**config.mk**
```make
export PLATFORM = sky130hd
export DESIGN_NAME = cau_div
export DESIGN_NICKNAME = d
export VERILOG_FILES = /design/src/rtl/cau_pkg.sv /design/src/rtl/cau_div.sv
export SDC_FILE = /design/constraint.sdc
export NUM_CORES = 2
export LEC_CHECK = 0
export BUFFER_PORTS_ARGS = -buffer_cell sky130_fd_sc_hd__buf_2
export CAP_MARGIN = 20
export CORE_AREA = 4 4 391 393
export DETAILED_ROUTE_END_ITERATION = 10
export DIE_AREA = 0 0 395 397
export PLACE_DENSITY = 0.62
export REMOVE_ABC_BUFFERS = 1
export SETUP_SLACK_MARGIN = 0.5
export SKIP_CTS_REPAIR_TIMING = 1
export SYNTH_ARGS = -nofsm -noshare
export SYNTH_HDL_FRONTEND = slang
export SYNTH_SLANG_ARGS = --single-unit
```
**constraint.sdc**
```tcl
create_clock -name clock -period 4.2 [get_ports clock]
set_input_delay 0.63 -clock clock [delete_from_list [all_inputs] [get_ports clock]]
set_output_delay 0.63 -clock clock [all_outputs]
set_load 0.01 [all_outputs]
```
**src/rtl/cau_pkg.sv**
```systemverilog
// Shared types, codes and helpers for the complex arithmetic unit.
package cau_pkg;

   localparam int DATA_WIDTH        = 16;
   localparam int FRAC_BITS_DEFAULT = 8;
   localparam int PROD_WIDTH        = 2 * DATA_WIDTH;
   localparam int SUM_WIDTH         = PROD_WIDTH + 1;
   localparam int DIV_LAT           = DATA_WIDTH + 2;

   typedef enum logic [1:0] {
      CMD_ADD = 2'd0,
      CMD_SUB = 2'd1,
      CMD_MUL = 2'd2,
      CMD_DIV = 2'd3
   } cmd_type;

   typedef enum logic [1:0] {
      ST_OK     = 2'd0,
      ST_DIVZERO = 2'd1,
      ST_SAT    = 2'd2
   } status_type;

   typedef struct packed {
      logic [1:0]                   command;
      logic signed [DATA_WIDTH-1:0] a_re;
      logic signed [DATA_WIDTH-1:0] a_im;
      logic signed [DATA_WIDTH-1:0] b_re;
      logic signed [DATA_WIDTH-1:0] b_im;
   } req_type;

   typedef struct packed {
      logic signed [DATA_WIDTH-1:0] res_re;
      logic signed [DATA_WIDTH-1:0] res_im;
      logic [1:0]                   status;
   } rsp_type;

   typedef struct packed {
      logic [DATA_WIDTH-1:0] value;
      logic                  clipped;
   } sat_type;

   function automatic sat_type saturate(input logic neg, input logic [DATA_WIDTH:0] mag);
      sat_type                 r;
      logic [DATA_WIDTH:0]     top;
      logic [DATA_WIDTH:0]     negv;
      top  = (DATA_WIDTH+1)'(1) << (DATA_WIDTH - 1);
      negv = (DATA_WIDTH+1)'(0) - mag;
      r.clipped = 1'b0;
      if (neg) begin
         if (mag > top) begin
            r.clipped = 1'b1;
            r.value   = {1'b1, {(DATA_WIDTH-1){1'b0}}};
         end else begin
            r.value = negv[DATA_WIDTH-1:0];
         end
      end else begin
         if (mag > top - (DATA_WIDTH+1)'(1)) begin
            r.clipped = 1'b1;
            r.value   = {1'b0, {(DATA_WIDTH-1){1'b1}}};
         end else begin
            r.value = mag[DATA_WIDTH-1:0];
         end
      end
      return r;
   endfunction

endpackage

```
**src/rtl/cau_div.sv**
```systemverilog
// Pipelined restoring divider: rounded quotient of num * 2^FRAC_BITS / den, one bit per stage.
module cau_div import cau_pkg::*; #(
   parameter int FRAC_BITS = FRAC_BITS_DEFAULT
) (
   input  logic                  clock,
   input  logic                  en,
   input  logic [PROD_WIDTH-1:0] num,
   input  logic [PROD_WIDTH-1:0] den,
   output logic [DATA_WIDTH:0]   quo
);

   localparam int NW = PROD_WIDTH;
   localparam int QW = DATA_WIDTH + 1;
   localparam int XW = NW + FRAC_BITS + 1 + QW;

   logic [NW-1:0] rem_ff [0:QW];
   logic [QW-1:0] lo_ff  [0:QW];
   logic [QW-1:0] q_ff   [0:QW];
   logic [NW-1:0] den_ff [0:QW];
   logic          ovf_ff [0:QW];

   logic [XW-1:0] num_x;
   logic [XW-1:0] den_x;
   logic [XW-1:0] r0_x;
   logic [QW:0]   q_inc;

   assign num_x = XW'(num) << (FRAC_BITS + 1);
   assign den_x = XW'(den) << QW;
   assign r0_x  = num_x >> QW;

   always_ff @(posedge clock) begin
      if (en) begin
         rem_ff[0] <= r0_x[NW-1:0];
         lo_ff[0]  <= num_x[QW-1:0];
         q_ff[0]   <= '0;
         den_ff[0] <= den;
         ovf_ff[0] <= (num_x >= den_x);
      end
   end

   for (genvar k = 1; k <= QW; k++) begin : g_step
      logic [NW:0] t;
      logic [NW:0] d;
      logic        ge;
      assign t  = {rem_ff[k-1], lo_ff[k-1][QW-1]};
      assign d  = {1'b0, den_ff[k-1]};
      assign ge = (t >= d);
      always_ff @(posedge clock) begin
         if (en) begin
            rem_ff[k] <= ge ? NW'(t - d) : t[NW-1:0];
            lo_ff[k]  <= {lo_ff[k-1][QW-2:0], 1'b0};
            q_ff[k]   <= {q_ff[k-1][QW-2:0], ge};
            den_ff[k] <= den_ff[k-1];
            ovf_ff[k] <= ovf_ff[k-1];
         end
      end
   end

   assign q_inc = {1'b0, q_ff[QW]} + (QW+1)'(1);
   assign quo   = ovf_ff[QW] ? {1'b1, {DATA_WIDTH{1'b0}}} : q_inc[QW:1];

endmodule

```
==> results.ini <==
[die]
rows=142
die_width_um=395
fp.coreArea_sq_um=149000
start_util=0.496
dieHeight_um=397
ios=83
dieArea_sq_um=157000

[route]
dr.pass1.iters=7
ant_nets=0
drt_iter0_drc=2013
drt-total-wl_mm=177
wl_per_cell_um=19.8
drc=0
routed_via_density=5.57
vias=49900

[clock_tree]
clock_latency_ps=780
cts.sinks=1287
clockBufferDepth=3
clkSlewWorstSetupHoldPaths_ps=60
h-tree-depth=4
cts_tree=done
root_buffer=clkbuf_16
cts_buffers=151

[run]
max-cap-violations=0

[hold_path]
hold_class=in -> reg

[setup_path]
cpPeakStageDelay_ps=550
cp-end-kind=register
crit_fanout=8
path_cells=ha_1 -> nand2_1 -> nor2_2 -> nand2_1 -> or3_4 -> o41ai_4 -> or3_4 -> a311o_2 -> buf_12 -> clkbuf_16 -> mux2_1
critPathRequiredTime_ps=4700
crit_arrival_ps=4250
path_class=reg -> reg
cp_num_buf_inv=2
startpoint_type=register
worst_path_max_delay_cell=o41ai_4
critPathTopFamily=simple AND/OR/NAND/NOR gates

[sta]
slew_viol_final=0
relSlewSlack=0.379
rsz0062_at_grt=true
setup_violations=0
fin_crit_sh=0.893
setup_tns_ps=0
tightest_slew_ps=908
fin_crit_ps=3750
skew_ps=34.1
fmax_mhz=267
hold_viol_final=0

[synth]
synth.cell_area_sq_um=74100
synth.largest_area_cell=edfxtp_1
ys_seq_area_frac=0.521
async_flop_share=0
syn_avg_cell_area_sq_um=11.3
yosysWarnings=0
synth_edf_count=1287
netlist_top_cells_count=edfxtp_1 (1287), inv_1 (681), ha_1 (561)
synth_cell_types=97
synth_top_area_frac=0.521
synth_ff_type=edfxtp_1
synth-seq-cells=1287
synth_cells=6556
yosysMostFrequentCell=edfxtp_1
yosys-top-cells-area=edfxtp_1 (52%), ha_1 (9.5%), inv_1 (3.4%)

[global_routing]
met2_usage=0.446
grt_busiest_layer=met2
grtUsageMet3=0.0267
grt_pass1_wl_mm=269
grt_usage=0.217
grt_start_max_net_pins=113
grt_antenna_before_repair=0
grt-ovfl-total=0
use_met1=0.191
grt_pass1_vias=52100

[power_and_ir_drop]
seqPwrFrac=0.325
combPwrFrac=0.474
p_int_w=0.0390
vdd_drop_max_mv=0.385
switching_share=0.369
clkPwrFrac=0.202
powerDensity_nw_per_um2=733
p_switching_w=0.0228
leakage_nw=35.0

[cells_and_area]
nets=7482
stdcell_count=8972
drive_gt1_frac=0.126
area_growth_syn_to_layout_pct=13.7
fill_cells=12500

[placed_design]
gp_congestion=0.975
placedCellCount=8634
hpwl_mm=133
port_buffers=82

[run_status]
status=complete, no violations

registers in the layout, indices dropped and copies added (netlist names):
register and cells:
den_ff 544, lo_ff 36, ovf_ff 18, q_ff 153, rem_ff 536
power by group through the flow:
stage | combinational (W) | sequential, W | clock (W)
2_1_floorplan | 0.0199 | 0.0196 | 0
3_3_place_gp | 0.0267 | 0.0202 | 0
3_5_place_dp | 0.0270 | 0.0203 | 0
4_1_cts | 0.0272 | 0.0200 | 0.0128
5_1_grt | 0.0321 | 0.0204 | 0.0134
6_report | 0.0293 | 0.0201 | 0.0125
metrics by stage:
step                cell area, sq um  power, W  hold slack (ps)  utilization  setup slack, ps
global route                   84300    0.0658            0.840        0.564              419
finish                         84300    0.0618             53.2        0.564              449
global placement               77800    0.0470              401        0.521             -777
floorplan                      73300    0.0395              400            -             -307
CTS                            82600    0.0601            -15.2        0.553             -155
detailed placement             77800    0.0473              405        0.521             -133
layout by cell type, fill, tap and decap left out, types with 47 or more instances in the layout:
cell type	synthesis	final
a31oi_1	65	62
nor3_1	64	61
nand2b_1	69	68
nor2_1	367	364
inv_1	681	680
mux2_2	129	129
xor2_1	169	169
nand3_1	118	116
mux2_1	113	88
xnor2_1	264	264
nand2_1	400	399
o21ai_1	50	47
nand4_1	96	96
nor2b_1	86	83
buf_4	6	170
edfxtp_1	1287	1287
buf_2	39	81
clkbuf_16	0	163
o21ai_0	323	316
and3_1	50	49
o21bai_1	75	73
a21o_1	292	292
a21oi_1	510	492
o21a_1	81	77
mux2_4	25	50
ha_1	561	540
logic make-up (layout without fill, tap and decap cells):
kind of cell	Yosys count	in the layout	share of synthesized area
multiplexers	289	289	0.0448
flip-flops	1287	1287	0.521
adder cells (fa/ha/maj)	577	577	0.0990
buffers and inverters	861	1260	0.0455
AND/OR/NAND/NOR	1405	1405	0.0912
other	0	1	0
XOR/XNOR	433	433	0.0511
AO/OA/AOI/OAI	1704	1704	0.147
layout make-up:
class	instances	area [sq um]	share of cell area
flip-flops and latches	1287	38600	0.458
multi-input cells	4408	33100	0.393
clock buffers	183	3920	0.0465
repair buffers	307	2740	0.0325
inverters	684	2570	0.0304
well taps	2016	2520	0.0299
clock inverters	86	828	0.00982
diodes	1	2.50	0.0000297
worst reg2reg max path, cell delays in order (launching register included):
cell and delay (ps):
edfxtp_1 410, ha_1 460, nand2_1 110, nor2_2 230
nand2_1 130, or3_4 480, o41ai_4 550, or3_4 270
a311o_2 190, buf_12 150, clkbuf_16 200, mux2_1 320
worst paths after layout:
path                       end     startpoint  slack (ps)  cells after the start
hold / removal    rem_ff[0][0]         num[8]          50                      1
setup reg to reg  rem_ff[6][8]  rem_ff[5][22]         450                     11
hold reg to reg     q_ff[9][4]     q_ff[8][3]         410                      0
setup / recovery  rem_ff[6][8]  rem_ff[5][22]         450                     11
per-layer routing:
metal  wire (um)  vias to the layer above
met5           0                        -
met4       13700                        0
met3        4280                      522
met2      102000                      939
met1       57600                    23900
li1            -                    24600
No activity file was read; power rests on OpenSTA's default activity.
